$ cat config.mk
export PLATFORM = sky130hd
export DESIGN_NAME = encoder_position_pid_drive
export DESIGN_NICKNAME = d
export VERILOG_FILES = /design/src/epd_pkg.sv /design/src/epd_ctrl.sv /design/src/epd_dpath.sv /design/src/encoder_position_pid_drive.sv
export SDC_FILE = /design/constraint.sdc
export NUM_CORES = 2
export LEC_CHECK = 0
export ABC_CLOCK_PERIOD_IN_PS = 22900
export BUFFER_PORTS_ARGS = -buffer_cell sky130_fd_sc_hd__buf_4
export CAP_MARGIN = 20
export CORE_MARGIN = 5
export CORE_UTILIZATION = 55
export CTS_CLUSTER_SIZE = 12
export DETAILED_ROUTE_END_ITERATION = 8
export PLACE_DENSITY = 0.8
export SYNTH_ARGS = -nofsm -noshare
export SYNTH_HDL_FRONTEND = slang
export SYNTH_HIERARCHICAL = 1
export SYNTH_SLANG_ARGS = --single-unit
$ cat constraint.sdc
create_clock -name clk -period 22.9 [get_ports clk]
set_clock_uncertainty 0.15 [all_clocks]
set_input_delay 2.29 -clock clk [delete_from_list [all_inputs] [get_ports clk]]
set_output_delay 2.29 -clock clk [all_outputs]
set_load 0.1 [all_outputs]
$ cat src/epd_pkg.sv
// ----------------------------------------------------------------------------
// epd_pkg
// Types and constants shared by the encoder position PID drive modules.
// ----------------------------------------------------------------------------
package epd_pkg;

  typedef struct packed {
    logic kind;
    logic direction_level;
  } epd_in_t;

  typedef struct packed {
    logic               item_kind;
    logic signed [31:0] encoder_count;
    logic [7:0]         duty;
    logic               drive_forward;
    logic               drive_reverse;
  } epd_out_t;

  localparam int unsigned ERR_W     = 42;  // stored error, whole degrees
  localparam int unsigned OUT_W     = 40;  // controller output, Q24.16
  localparam int unsigned COEF_W    = 53;  // alpha, beta, gamma at 2^-40
  localparam int unsigned ACC_W     = 96;  // numerator and divider dividend
  localparam int unsigned DVS_W     = 25;  // divisor width (period << 9)
  localparam int unsigned CFG_IDX_W = 3;

  localparam int unsigned DIV_STEPS = ACC_W;
  localparam int unsigned MAC_STEPS = ERR_W;
  localparam int unsigned STEP_W    = 7;

  localparam logic [CFG_IDX_W-1:0] REG_KP     = 3'd0;
  localparam logic [CFG_IDX_W-1:0] REG_KI     = 3'd1;
  localparam logic [CFG_IDX_W-1:0] REG_KD     = 3'd2;
  localparam logic [CFG_IDX_W-1:0] REG_PERIOD = 3'd3;
  localparam logic [CFG_IDX_W-1:0] REG_TARGET = 3'd4;

  localparam logic [1:0] TERM_NOW   = 2'd0;
  localparam logic [1:0] TERM_PREV  = 2'd1;
  localparam logic [1:0] TERM_PREV2 = 2'd2;

  typedef struct packed {
    logic       edge_step;
    logic       pos_load;
    logic       div_step;
    logic       err_calc;
    logic       coef1;
    logic       coef2;
    logic       mac_load;
    logic [1:0] term;
    logic       mac_step;
    logic       num_load;
    logic       update;
  } epd_cmd_t;

endpackage

$ cat src/epd_ctrl.sv
// ----------------------------------------------------------------------------
// epd_ctrl
// Sequencer: accepts items, steps the shared divider and MAC, owns out_valid.
// ----------------------------------------------------------------------------
module epd_ctrl import epd_pkg::*; #(
  parameter int COUNT_WIDTH = 32
) (
  input  logic     clk,
  input  logic     rst,
  input  logic     in_valid,
  input  logic     in_kind,
  output logic     in_ready,
  output logic     out_valid,
  input  logic     out_ready,
  output epd_cmd_t cmd
);

  typedef enum logic [3:0] {
    IDLE, POS_MUL, ERR, COEF1, COEF2, MAC_LOAD, MAC_RUN, NUM_LOAD, NUM_DIV, UPDATE
  } state_t;

  state_t            state;
  logic [STEP_W-1:0] step;
  logic [1:0]        term;
  logic              in_fire;
  logic              slot_free;

  assign slot_free = !out_valid || out_ready;
  assign in_ready  = (state == IDLE) && slot_free;
  assign in_fire   = in_valid && in_ready;

  always_comb begin
    cmd           = '0;
    cmd.term      = term;
    cmd.edge_step = in_fire && !in_kind;
    cmd.pos_load  = in_fire && in_kind;
    cmd.div_step  = (state == NUM_DIV);
    cmd.err_calc  = (state == ERR);
    cmd.coef1     = (state == COEF1);
    cmd.coef2     = (state == COEF2);
    cmd.mac_load  = (state == MAC_LOAD);
    cmd.mac_step  = (state == MAC_RUN) || (state == POS_MUL);
    cmd.num_load  = (state == NUM_LOAD);
    cmd.update    = (state == UPDATE) && slot_free;
  end

  always_ff @(posedge clk) begin
    if (rst) begin
      state     <= IDLE;
      step      <= '0;
      term      <= TERM_NOW;
      out_valid <= 1'b0;
    end else begin
      if (cmd.edge_step || cmd.update) begin
        out_valid <= 1'b1;
      end else if (out_ready) begin
        out_valid <= 1'b0;
      end
      case (state)
        IDLE: begin
          if (cmd.pos_load) begin
            state <= POS_MUL;
            step  <= '0;
          end
        end
        // one shift-add step per count bit
        POS_MUL: begin
          step <= step + 1'b1;
          if (step == STEP_W'(COUNT_WIDTH - 1)) state <= ERR;
        end
        ERR:   state <= COEF1;
        COEF1: state <= COEF2;
        COEF2: begin
          term  <= TERM_NOW;
          state <= MAC_LOAD;
        end
        MAC_LOAD: begin
          step  <= '0;
          state <= MAC_RUN;
        end
        MAC_RUN: begin
          step <= step + 1'b1;
          if (step == STEP_W'(MAC_STEPS - 1)) begin
            if (term == TERM_PREV2) begin
              state <= NUM_LOAD;
            end else begin
              term  <= term + 1'b1;
              state <= MAC_LOAD;
            end
          end
        end
        NUM_LOAD: begin
          step  <= '0;
          state <= NUM_DIV;
        end
        NUM_DIV: begin
          step <= step + 1'b1;
          if (step == STEP_W'(DIV_STEPS - 1)) state <= UPDATE;
        end
        UPDATE: begin
          if (slot_free) state <= IDLE;
        end
        default: state <= IDLE;
      endcase
    end
  end

  a_busy_blocks_input: assert property (@(posedge clk) disable iff (rst)
    (state != IDLE) |-> !in_ready) else $error("input taken while busy");

  a_result_held: assert property (@(posedge clk) disable iff (rst)
    (out_valid && !out_ready && !(state == IDLE)) |=> out_valid)
    else $error("result dropped before taken");

  a_one_command: assert property (@(posedge clk) disable iff (rst)
    $onehot0({cmd.edge_step, cmd.pos_load, cmd.div_step, cmd.err_calc, cmd.coef1,
              cmd.coef2, cmd.mac_load, cmd.mac_step, cmd.num_load, cmd.update}))
    else $error("overlapping datapath commands");

  a_update_slot: assert property (@(posedge clk) disable iff (rst)
    cmd.update |-> (!out_valid || out_ready)) else $error("result overwritten");

endmodule

$ cat src/epd_dpath.sv
// ----------------------------------------------------------------------------
// epd_dpath
// Encoder count, PID state, bit-serial MAC, restoring divider, result register.
// ----------------------------------------------------------------------------
module epd_dpath import epd_pkg::*; #(
  parameter int COUNT_WIDTH      = 32,
  parameter int DRIVE_LIMIT      = 255,
  parameter int PULSES_PER_SCALE = 1250
) (
  input  logic               clk,
  input  logic               rst,
  input  epd_cmd_t           cmd,
  input  logic               direction_level,
  input  logic [15:0]        gain_proportional,
  input  logic [15:0]        gain_integral,
  input  logic [15:0]        gain_derivative,
  input  logic [15:0]        sample_period,
  input  logic signed [15:0] target_degrees,
  output epd_out_t           result
);

  localparam int PM_W = COUNT_WIDTH + 9;
  localparam int DF_W = (PM_W + 2 > ERR_W + 1) ? PM_W + 2 : ERR_W + 1;
  // position = |count| * RECIP >> RS, exact for every count magnitude
  localparam int PD_LOG = $clog2(PULSES_PER_SCALE);
  localparam int RS     = COUNT_WIDTH + PD_LOG;
  localparam int AW     = (2 * COUNT_WIDTH + 10 > ACC_W) ? 2 * COUNT_WIDTH + 10 : ACC_W;
  localparam int EW     = (COUNT_WIDTH > ERR_W) ? COUNT_WIDTH : ERR_W;
  localparam logic [127:0] RECIP_X =
    ((128'(360) << RS) + 128'(PULSES_PER_SCALE - 1)) / 128'(PULSES_PER_SCALE);
  localparam logic signed [AW-1:0] RECIP = AW'(RECIP_X);
  localparam logic signed [DF_W-1:0] E_HI = DF_W'($signed({1'b0, {(ERR_W-1){1'b1}}}));
  localparam logic signed [DF_W-1:0] E_LO = DF_W'($signed({1'b1, {(ERR_W-1){1'b0}}}));
  localparam logic signed [OUT_W-1:0] O_HI = {1'b0, {(OUT_W-1){1'b1}}};
  localparam logic signed [OUT_W-1:0] O_LO = {1'b1, {(OUT_W-1){1'b0}}};
  localparam logic signed [OUT_W:0] S_HI = {2'b00, {(OUT_W-1){1'b1}}};
  localparam logic signed [OUT_W:0] S_LO = {2'b11, {(OUT_W-1){1'b0}}};
  localparam logic signed [OUT_W-1:0] LIM = OUT_W'(DRIVE_LIMIT) << 16;

  // state
  logic [COUNT_WIDTH-1:0]   count;
  logic signed [ERR_W-1:0]  err0, err1, err2;
  logic signed [OUT_W-1:0]  outp;
  logic [7:0]               duty_held;

  // working registers
  logic                     cnt_neg, acc_neg;
  logic [ACC_W-1:0]         dvd;
  logic [DVS_W-1:0]         dvs, rem;
  logic [31:0]              tkp, tt;
  logic [47:0]              itt;
  logic signed [AW-1:0]     acc, mreg;
  logic [EW-1:0]            ereg;

  logic [COUNT_WIDTH-1:0]   cnt_mag, cnt_next;
  logic [PM_W-1:0]          pos_mag;
  logic [15:0]              t;
  logic [DVS_W:0]           trial;
  logic                     ge;
  logic signed [DF_W-1:0]   tgt_w, pos_w, diff;
  logic signed [ERR_W-1:0]  e_sat, e_sel;
  logic [ERR_W-1:0]         e_mag;
  logic signed [COEF_W-1:0] alpha, beta, gamma, c_sel;
  logic signed [AW-1:0]     c_ext;
  logic                     q_big;
  logic signed [OUT_W-1:0]  inc, o_new, c_clamp, c_mag;
  logic signed [OUT_W:0]    o_sum;

  assign cnt_mag  = count[COUNT_WIDTH-1] ? (~count + 1'b1) : count;
  assign cnt_next = direction_level ? count - 1'b1 : count + 1'b1;
  assign t        = (sample_period == 16'd0) ? 16'd1 : sample_period;

  assign trial = {rem, dvd[ACC_W-1]};
  assign ge    = trial >= {1'b0, dvs};

  // position from the reciprocal product, then the saturated error
  assign pos_mag = PM_W'(acc >> RS);
  assign tgt_w = DF_W'(target_degrees);
  assign pos_w = cnt_neg ? -$signed(DF_W'(pos_mag)) : $signed(DF_W'(pos_mag));
  assign diff  = tgt_w - pos_w;
  assign e_sat = (diff > E_HI) ? ERR_W'(E_HI) : (diff < E_LO) ? ERR_W'(E_LO) : ERR_W'(diff);

  assign alpha = COEF_W'({tkp, 17'b0}) + COEF_W'(itt) + COEF_W'({gain_derivative, 33'b0});
  assign beta  = COEF_W'(itt) - COEF_W'({gain_derivative, 34'b0}) - COEF_W'({tkp, 17'b0});
  assign gamma = COEF_W'({gain_derivative, 33'b0});

  always_comb begin
    case (cmd.term)
      TERM_NOW: begin
        c_sel = alpha;
        e_sel = err0;
      end
      TERM_PREV: begin
        c_sel = beta;
        e_sel = err1;
      end
      default: begin
        c_sel = gamma;
        e_sel = err2;
      end
    endcase
  end

  assign e_mag = e_sel[ERR_W-1] ? ERR_W'(-e_sel) : ERR_W'(e_sel);
  assign c_ext = AW'(c_sel);

  // quotient saturates to the output range, then the output itself
  assign q_big   = |dvd[ACC_W-1:OUT_W-1];
  assign inc     = acc_neg ? (q_big ? O_LO : -$signed(dvd[OUT_W-1:0]))
                           : (q_big ? O_HI : $signed(dvd[OUT_W-1:0]));
  assign o_sum   = (OUT_W+1)'(outp) + (OUT_W+1)'(inc);
  assign o_new   = (o_sum > S_HI) ? O_HI : (o_sum < S_LO) ? O_LO : OUT_W'(o_sum);
  assign c_clamp = (o_new > LIM) ? LIM : (o_new < -LIM) ? -LIM : o_new;
  assign c_mag   = c_clamp[OUT_W-1] ? -c_clamp : c_clamp;

  always_ff @(posedge clk) begin
    if (rst) begin
      count     <= '0;
      err0      <= '0;
      err1      <= '0;
      err2      <= '0;
      outp      <= '0;
      duty_held <= '0;
    end else begin
      if (cmd.edge_step) count <= cnt_next;
      if (cmd.err_calc) err0 <= e_sat;
      if (cmd.update) begin
        outp <= o_new;
        err2 <= err1;
        err1 <= err0;
        if (c_clamp != '0) duty_held <= c_mag[23:16];
      end
    end
  end

  always_ff @(posedge clk) begin
    if (cmd.num_load) begin
      acc_neg <= acc[AW-1];
      dvd     <= acc[AW-1] ? ACC_W'(-acc) : ACC_W'(acc);
      dvs     <= {t, 9'b0};
      rem     <= '0;
    end else if (cmd.div_step) begin
      rem <= ge ? DVS_W'(trial - {1'b0, dvs}) : trial[DVS_W-1:0];
      dvd <= {dvd[ACC_W-2:0], ge};
    end
    if (cmd.coef1) begin
      tkp <= t * gain_proportional;
      tt  <= t * t;
      acc <= '0;
    end
    if (cmd.coef2) itt <= gain_integral * tt;
    if (cmd.pos_load) begin
      cnt_neg <= count[COUNT_WIDTH-1];
      mreg    <= RECIP;
      ereg    <= EW'(cnt_mag);
      acc     <= '0;
    end else if (cmd.mac_load) begin
      mreg <= e_sel[ERR_W-1] ? -c_ext : c_ext;
      ereg <= EW'(e_mag);
    end else if (cmd.mac_step) begin
      if (ereg[0]) acc <= acc + mreg;
      mreg <= mreg <<< 1;
      ereg <= ereg >> 1;
    end
    if (cmd.edge_step) begin
      result.item_kind     <= 1'b0;
      result.encoder_count <= 32'($signed(cnt_next));
      result.duty          <= duty_held;
      result.drive_forward <= 1'b0;
      result.drive_reverse <= 1'b0;
    end else if (cmd.update) begin
      result.item_kind     <= 1'b1;
      result.encoder_count <= 32'($signed(count));
      result.duty          <= (c_clamp != '0) ? c_mag[23:16] : duty_held;
      result.drive_forward <= (c_clamp > 0);
      result.drive_reverse <= c_clamp[OUT_W-1];
    end
  end

endmodule

$ cat src/encoder_position_pid_drive.sv
// ----------------------------------------------------------------------------
// encoder_position_pid_drive
// Encoder pulse counter with an incremental Tustin-form PID position loop.
//
// in_data carries one beat per item: an encoder edge (kind 0) moves the
// signed count by one, down when direction_level is high; a control tick
// (kind 1) runs one PID step and updates duty and the drive bits.
// Every item gives exactly one beat on out_data.
// An edge beat is ready on the cycle after acceptance, so edges can follow
// one per cycle while the receiver keeps taking results. A tick's beat
// follows these steps: COUNT_WIDTH shift-add steps multiply the count by a
// reciprocal for the position, set-up of the error and the coefficients,
// three MAC passes for the numerator, a load and 96 restoring divider steps
// for the increment, and the update. One item is in work at a time; in_ready
// is high only when the sequencer is idle and the result register is empty
// or being taken. When the receiver stalls, the result is held and no new
// item is taken. Reset clears the count, the error history, the output and
// the held duty, and loads the register defaults. cfg_ready is always high;
// a write to an unlisted index is dropped.
// ----------------------------------------------------------------------------
module encoder_position_pid_drive import epd_pkg::*; #(
  parameter int COUNT_WIDTH      = 32,
  parameter int DRIVE_LIMIT      = 255,
  parameter int PULSES_PER_SCALE = 1250
) (
  input  logic                 clk,
  input  logic                 rst,
  input  logic                 in_valid,
  output logic                 in_ready,
  input  epd_in_t              in_data,
  output logic                 out_valid,
  input  logic                 out_ready,
  output epd_out_t             out_data,
  input  logic                 cfg_valid,
  output logic                 cfg_ready,
  input  logic [CFG_IDX_W-1:0] cfg_index,
  input  logic [15:0]          cfg_data
);

  logic [15:0]        gain_proportional, gain_integral, gain_derivative, sample_period;
  logic signed [15:0] target_degrees;
  epd_cmd_t           cmd;

  assign cfg_ready = 1'b1;

  always_ff @(posedge clk) begin
    if (rst) begin
      gain_proportional <= 16'd256;
      gain_integral     <= 16'd0;
      gain_derivative   <= 16'd0;
      sample_period     <= 16'd655;
      target_degrees    <= 16'sd0;
    end else if (cfg_valid) begin
      case (cfg_index)
        REG_KP:     gain_proportional <= cfg_data;
        REG_KI:     gain_integral     <= cfg_data;
        REG_KD:     gain_derivative   <= cfg_data;
        REG_PERIOD: sample_period     <= cfg_data;
        REG_TARGET: target_degrees    <= $signed(cfg_data);
        default: ;
      endcase
    end
  end

  epd_ctrl #(
    .COUNT_WIDTH (COUNT_WIDTH)
  ) u_ctrl (
    .clk       (clk),
    .rst       (rst),
    .in_valid  (in_valid),
    .in_kind   (in_data.kind),
    .in_ready  (in_ready),
    .out_valid (out_valid),
    .out_ready (out_ready),
    .cmd       (cmd)
  );

  epd_dpath #(
    .COUNT_WIDTH      (COUNT_WIDTH),
    .DRIVE_LIMIT      (DRIVE_LIMIT),
    .PULSES_PER_SCALE (PULSES_PER_SCALE)
  ) u_dpath (
    .clk               (clk),
    .rst               (rst),
    .cmd               (cmd),
    .direction_level   (in_data.direction_level),
    .gain_proportional (gain_proportional),
    .gain_integral     (gain_integral),
    .gain_derivative   (gain_derivative),
    .sample_period     (sample_period),
    .target_degrees    (target_degrees),
    .result            (out_data)
  );

endmodule

-- Word level (Yosys, flattened, before mapping)
Cells that the tools add are included.
W data, S select, Z words.
- add/subtract/negate cells: 19
- multiply operators: 3
- $lt $le $gt $ge: 8
- eq/ne operators: 24
- muxes and demuxes: 48
- bitwise logic cells: 1
- reduce and logical (&&, ||, !) cells: 33
- operators by type and width (operator ; count):
    $mux W96 ; 10
    $mux W42 ; 7
    $mux W40 ; 7
    $pmux W53 S2 ; 1
    $add A96 B96 Y96 ; 1
    $mux W32 ; 3
    $neg A53 Y96 ; 1
    $neg A96 Y96 ; 1
    $pmux W42 S2 ; 1
    $add A32 B1 Y32 const B ; 2
    $mul A16 B16 Y32 ; 2
    $reduce_or A57 Y1 ; 1
    $add A53 B49 Y53 ; 1
    $sub A53 B49 Y53 ; 1
    $sub A48 B50 Y51 ; 1
    $add A49 B48 Y50 ; 1
    $mul A16 B32 Y48 ; 1
    $gt A43 B42 Y1 const B ; 1
    $lt A43 B42 Y1 const B ; 1
    $mux W43 ; 1
    $neg A41 Y43 ; 1
    $sub A16 B43 Y43 ; 1
    $neg A42 Y42 ; 1
    $add A40 B40 Y41 ; 1
    53 further kinds ; 87
- register bits after elaboration: 828
- bits of input ports: 26
- word-level logic and storage cells: 168

-- Logic depth before layout (Yosys ltp)
- depth after elaboration: 15
- gate-level depth with buffers: 39
- depth with buffers taken out: 36

-- Modules after synthesis
The synthesis kept the hierarchy.
- modules (own cells, without submodules) (module ; times used ; cells each ; area an instance (um2) ; sequential area each (um2)):
    epd_dpath ; 1 ; 9719 ; 83002.1 ; 17646.9
    encoder_position_pid_drive ; 1 ; 294 ; 3205.6 ; 1601.5
    epd_ctrl ; 1 ; 121 ; 923.4 ; 280.3

-- Worst setup path after synthesis
Ideal clock, no wire load.
- path type: register to register
- start: register u_dpath.dvd[0]
- end: register u_dpath.duty_held[6]
- setup time: 0.128 ns
- arrival: 8.763 ns
- setup slack: 13.859 ns
- stages on the path, launching flop included: 37
- path buffers: 2
- clock period less this slack: 9.041 ns
- cells stage by stage: edfxtp_1 > inv_1 > ha_1 > nand2_2 > or3_1 > or3_1 > or3_1 > or3_4 > or3_1 > or3_4 > or3_1 > or4_4 > or4_4 > o31ai_2 > xor2_1 > ha_1 > and3_1 > nand2_1 > nor3_1 > nand2_1 > o21ai_0 > xor2_1 > clkbuf_1 > nor2_1 > a21oi_1 > nand4_1 > nor4_1 > nand4_1 > ha_1 > clkinv_1 > o21ai_0 > a2111o_1 > a211oi_1 > nand2b_1 > clkbuf_1 > mux2i_1 > nor2_1
- cells in the longest elaborated chain, start to end: 13
- elaborated cells between the ends (all ways): 17
- RTL lines (element ; RTL line ; source):
    start: declaration ; epd_dpath.sv:48 ; logic [ACC_W-1:0] dvd;
    start signal: assignment ; epd_dpath.sv:139 ; dvd <= acc[AW-1] ? ACC_W'(-acc) : ACC_W'(acc);
    start signal: assignment ; epd_dpath.sv:144 ; dvd <= {dvd[ACC_W-2:0], ge};
    $neg A40 Y40 ; epd_dpath.sv:109 ; assign inc = acc_neg ? (q_big ? O_LO : -$signed(dvd[OUT_W-1:0]))
    $mux W40 ; epd_dpath.sv:109 ;
    $mux W40 * ; epd_dpath.sv:109 ;
    $add A40 B40 Y41 * ; epd_dpath.sv:111 ; assign o_sum = (OUT_W+1)'(outp) + (OUT_W+1)'(inc);
    $lt A41 B40 Y1 ; epd_dpath.sv:112 ; assign o_new = (o_sum > S_HI) ? O_HI : (o_sum < S_LO) ? O_LO : OUT_W'(o_sum);
    $mux W40 ; epd_dpath.sv:112 ;
    $mux W40 * ; epd_dpath.sv:112 ;
    $lt A40 B25 Y1 ; epd_dpath.sv:113 ; assign c_clamp = (o_new > LIM) ? LIM : (o_new < -LIM) ? -LIM : o_new;
    $mux W40 ; epd_dpath.sv:113 ;
    $mux W40 * ; epd_dpath.sv:113 ;
    $neg A24 Y24 ; epd_dpath.sv:114 ; assign c_mag = c_clamp[OUT_W-1] ? -c_clamp : c_clamp;
    $mux W24 ; epd_dpath.sv:114 ;
    $mux W8 * ; n/a ;
    end signal: assignment ; epd_dpath.sv:131 ; if (c_clamp != '0) duty_held <= c_mag[23:16];
    end: declaration ; epd_dpath.sv:44 ; logic [7:0] duty_held;
Every way passes the cells marked *; elsewhere a longest branch is shown, timed or not.
A chain may end at the register's enable or synchronous reset.

-- Final worst setup path
- start: register u_dpath.dvd[0]
- end: register u_dpath.duty_held[0]
Same word-level chain as after synthesis.

==> metrics.txt <==
non-filler cells, final=around 12000; drt pass-1 iters=9; Clk network pwr share=24.5%; Final Critical Period=between 10 and 15 ns; pwr dens=between 60 and 70 nW/um^2; CTS tree=done; post-route ant nets=0; Comb power frac=~45%; vias=between 70000 and 80000; endpoints failing hold=0; H-tree depth=3; TritonCTS Buffers=95; num ports=72; post-CTS setup repair buffer count=0; GP Congestion=about 0.96; crit path buf inv count=2; DP Area=89100 sq um; drt wl/cell=~20 microns; Seq/Total Area, Yosys=between 20 and 25%; clock sink total=827; crit path capture type=flop; Final Instance Area=around 90000 sq um; Power Internal=between 3 and 4 mW; ys flop type=dfxtp_1; Leakage=41.7 nW; delay-heaviest family, CP=simple AND/OR/NAND/NOR gates; Worst Hold Class=reg -> reg; Port Buffers=70; clock root buffer=clkbuf_16; top cell type by total area after synthesis=fa_1; sw power=around 2.6 mW; Max stage delay on crit path=~0.6 ns; Die X=approximately 400 microns; Util after Layout=58.4%; FMAX=around 94 MHz; pin count of the biggest net entering global routing=between 150 and 200; Crit Path Max Fanout=12; Via density=roughly 6; Yosys top cell area share=18.1%; placed cell count=between 10000 and 15000; Die Ht=408 microns; Arrival @ worst endpoint=approximately 11 ns; MaxCap Viol Count=0; maximum vdd ir drop=~0.07 mV; Final nets=approximately 11000; post_cts resized=0; count leader, synth=nand2_1; clock buffer depth=3; CP Launch Type=flop; slew at the pin closest to its max-slew limit=between 1 and 1.5 ns; Crit-path slowest cell=xor2_1; post-synthesis cell count=around 10000; Yosys Warn Count=6; hold path start=u_dpath/ereg[41]; HPWL Detailed=186000 microns; CP dominant cell by count=or3_1; final WL=248000 microns; Reg power frac=between 30% and 40%; Clk Latency, worst-skew pair=0.74 ns; initial drt markers=6244; reg2reg start=u_dpath/dvd[0]; hold slack=between 0.3 and 0.4 ns; Mapped Avg Cell Area=8.60 sq um; Slew HR=a little over a quarter; die area=between 150000 and 200000 sq um; vias in the first global route=about 73000; final-report setup violation count=0; Reg clk slew, reported paths=roughly 0.060 ns; max-slew violations=0; RSZ-0062 raised after global routing=no; synthesis-stage register bit count=a little over 800; critical setup path kind=reg -> reg; first-pass GRT wire length=about 390000 microns; Remaining Overflow, GRT=0; Commonest cells post-synth=nand2_1 (1088), inv_1 (1013), nor2_1 (907), fa_1 (789), ha_1 (652); initial antenna violation count=2; Tcrit/Tclk final=~47%; EDFF count, synth=297; CP startpoint=u_dpath/dvd[0]; Sw Share=42.3%; Yosys cell types=97; starting density of the core=around 55%; FFs w/ async S/R, synth=0%; status=complete, no violations; Std-Cell Rows=146; most area-consuming cells after synthesis=fa_1 (18%), dfxtp_1 (12%), edfxtp_1 (10%); hold_buf cts=0; core area=~160000 sq um; share of cells above drive strength 1=between 4 and 5%; DRC=0; critical path required time=roughly 23 ns; Syn Std Cell Area=between 80000 and 90000 sq um; GRT Resource Usage Total=a little under 30%; area delta synth->final=5.90%; setup TNS=0 ns
cell type report:
| cell class | instances | area (sq um) |
|---|---|---|
| Antenna cell | 3 | 7.51 |
| Clock buffer | 132 | 2640 |
| Clock inverter | 47 | 454 |
| Fill cell | 13500 | 65700 |
| Inverter | 1018 | 3820 |
| Multi-Input combinational cell | 7772 | 61900 |
| Sequential cell | 827 | 19500 |
| Tap cell | 2072 | 2590 |
| Timing Repair Buffer | 164 | 1270 |
stage by stage:
step / worst slack, ns / power, mW
global route: 11.40 / 6.56
CTS: 12.21 / 6.15
detailed placement: 12.25 / 4.62
floorplan: 13.86 / 3.88
global placement: 12.44 / 4.56
finish: 12.21 / 6.17
worst min-delay path, stage by stage, from the launching register on:
cell,delay (ns)
dfxtp_1,0.33
nand2_1,0.06
o41ai_1,0.06
worst paths after layout:
check	to	slack [ns]	cells past startpoint
worst max-delay path	u_dpath/duty_held[0]	12.21	35
worst min register to register	u_dpath/ereg[41]	0.33	2
worst max register to register	u_dpath/duty_held[0]	12.21	35
worst min-delay path	u_dpath/ereg[41]	0.33	2
metal layers:
layer,share of wire [%],track usage [%],wire (microns),up-vias
met3,6.8,4.51,16800,650
met1,40,36.8,100000,35500
met4,5.3,13.8,13100,0
met2,48,49.2,118000,2816
met5,0,0,0,-
li1,-,-,-,33900
layout by cell type, fill, tap and decap left out, types with 27 or more instances in the layout:
| cell | n |
|---|---|
| o31ai_1 | 56 |
| clkbuf_16 | 97 |
| dfxtp_1 | 521 |
| nand2_1 | 1088 |
| o21bai_1 | 48 |
| or3_1 | 89 |
| nor4_1 | 53 |
| nor2_1 | 903 |
| buf_4 | 161 |
| o22ai_1 | 43 |
| fa_1 | 789 |
| mux2_2 | 43 |
| o211ai_1 | 28 |
| inv_1 | 1012 |
| a22o_1 | 38 |
| nand2b_1 | 156 |
| xnor2_1 | 305 |
| nor2b_1 | 95 |
| clkbuf_1 | 27 |
| or4_1 | 27 |
| ha_1 | 652 |
| a31oi_1 | 109 |
| xor2_1 | 289 |
| a21o_1 | 200 |
| and2_1 | 314 |
| o21ai_0 | 437 |
| mux2i_1 | 334 |
| nand3_1 | 118 |
| o21a_1 | 93 |
| a21oi_1 | 625 |
| a211oi_1 | 138 |
| nor3_1 | 141 |
| edfxtp_1 | 297 |
| a311oi_1 | 45 |
| and3_1 | 58 |
| nand4_1 | 67 |
state kept, by name, summed over array words and instances, names as in the netlist, 25 cells and up:
signal	cells
u_dpath/ereg	42
u_dpath/tkp	32
u_dpath/dvd	96
u_dpath/err2	42
u_dpath/err1	42
u_dpath/count	32
u_dpath/tt	31
u_dpath/rem	25
u_dpath/itt	48
u_dpath/outp	40
u_dpath/mreg	96
u_dpath/err0	42
u_dpath/result	43
u_dpath/acc	96
logic make-up (layout without fill, tap and decap cells):
logic type                 after synthesis  in the layout  synth area share [%]
AOI/OAI and AO/OA                     2111           2111                  15.5
xor gates and xnor gates               596            596                  5.99
adders and majority gates             1448           1448                  27.6
buffers and inverters                 1539           1361                  6.68
DFF                                    827            827                  22.4
muxes                                  378            378                  4.42
other                                    3             10                0.0129
and+or+nand+nor                       3232           3232                  17.4
power by group through the flow:
stage	logic, mW	clock network [mW]	registers [mW]
2_1_floorplan	2.05	0	1.83
3_3_place_gp	2.67	0	1.89
3_5_place_dp	2.73	0	1.89
4_1_cts	2.75	1.54	1.86
5_1_grt	3.07	1.60	1.88
6_report	2.80	1.51	1.87
Power figures use the tool's default switching activity.
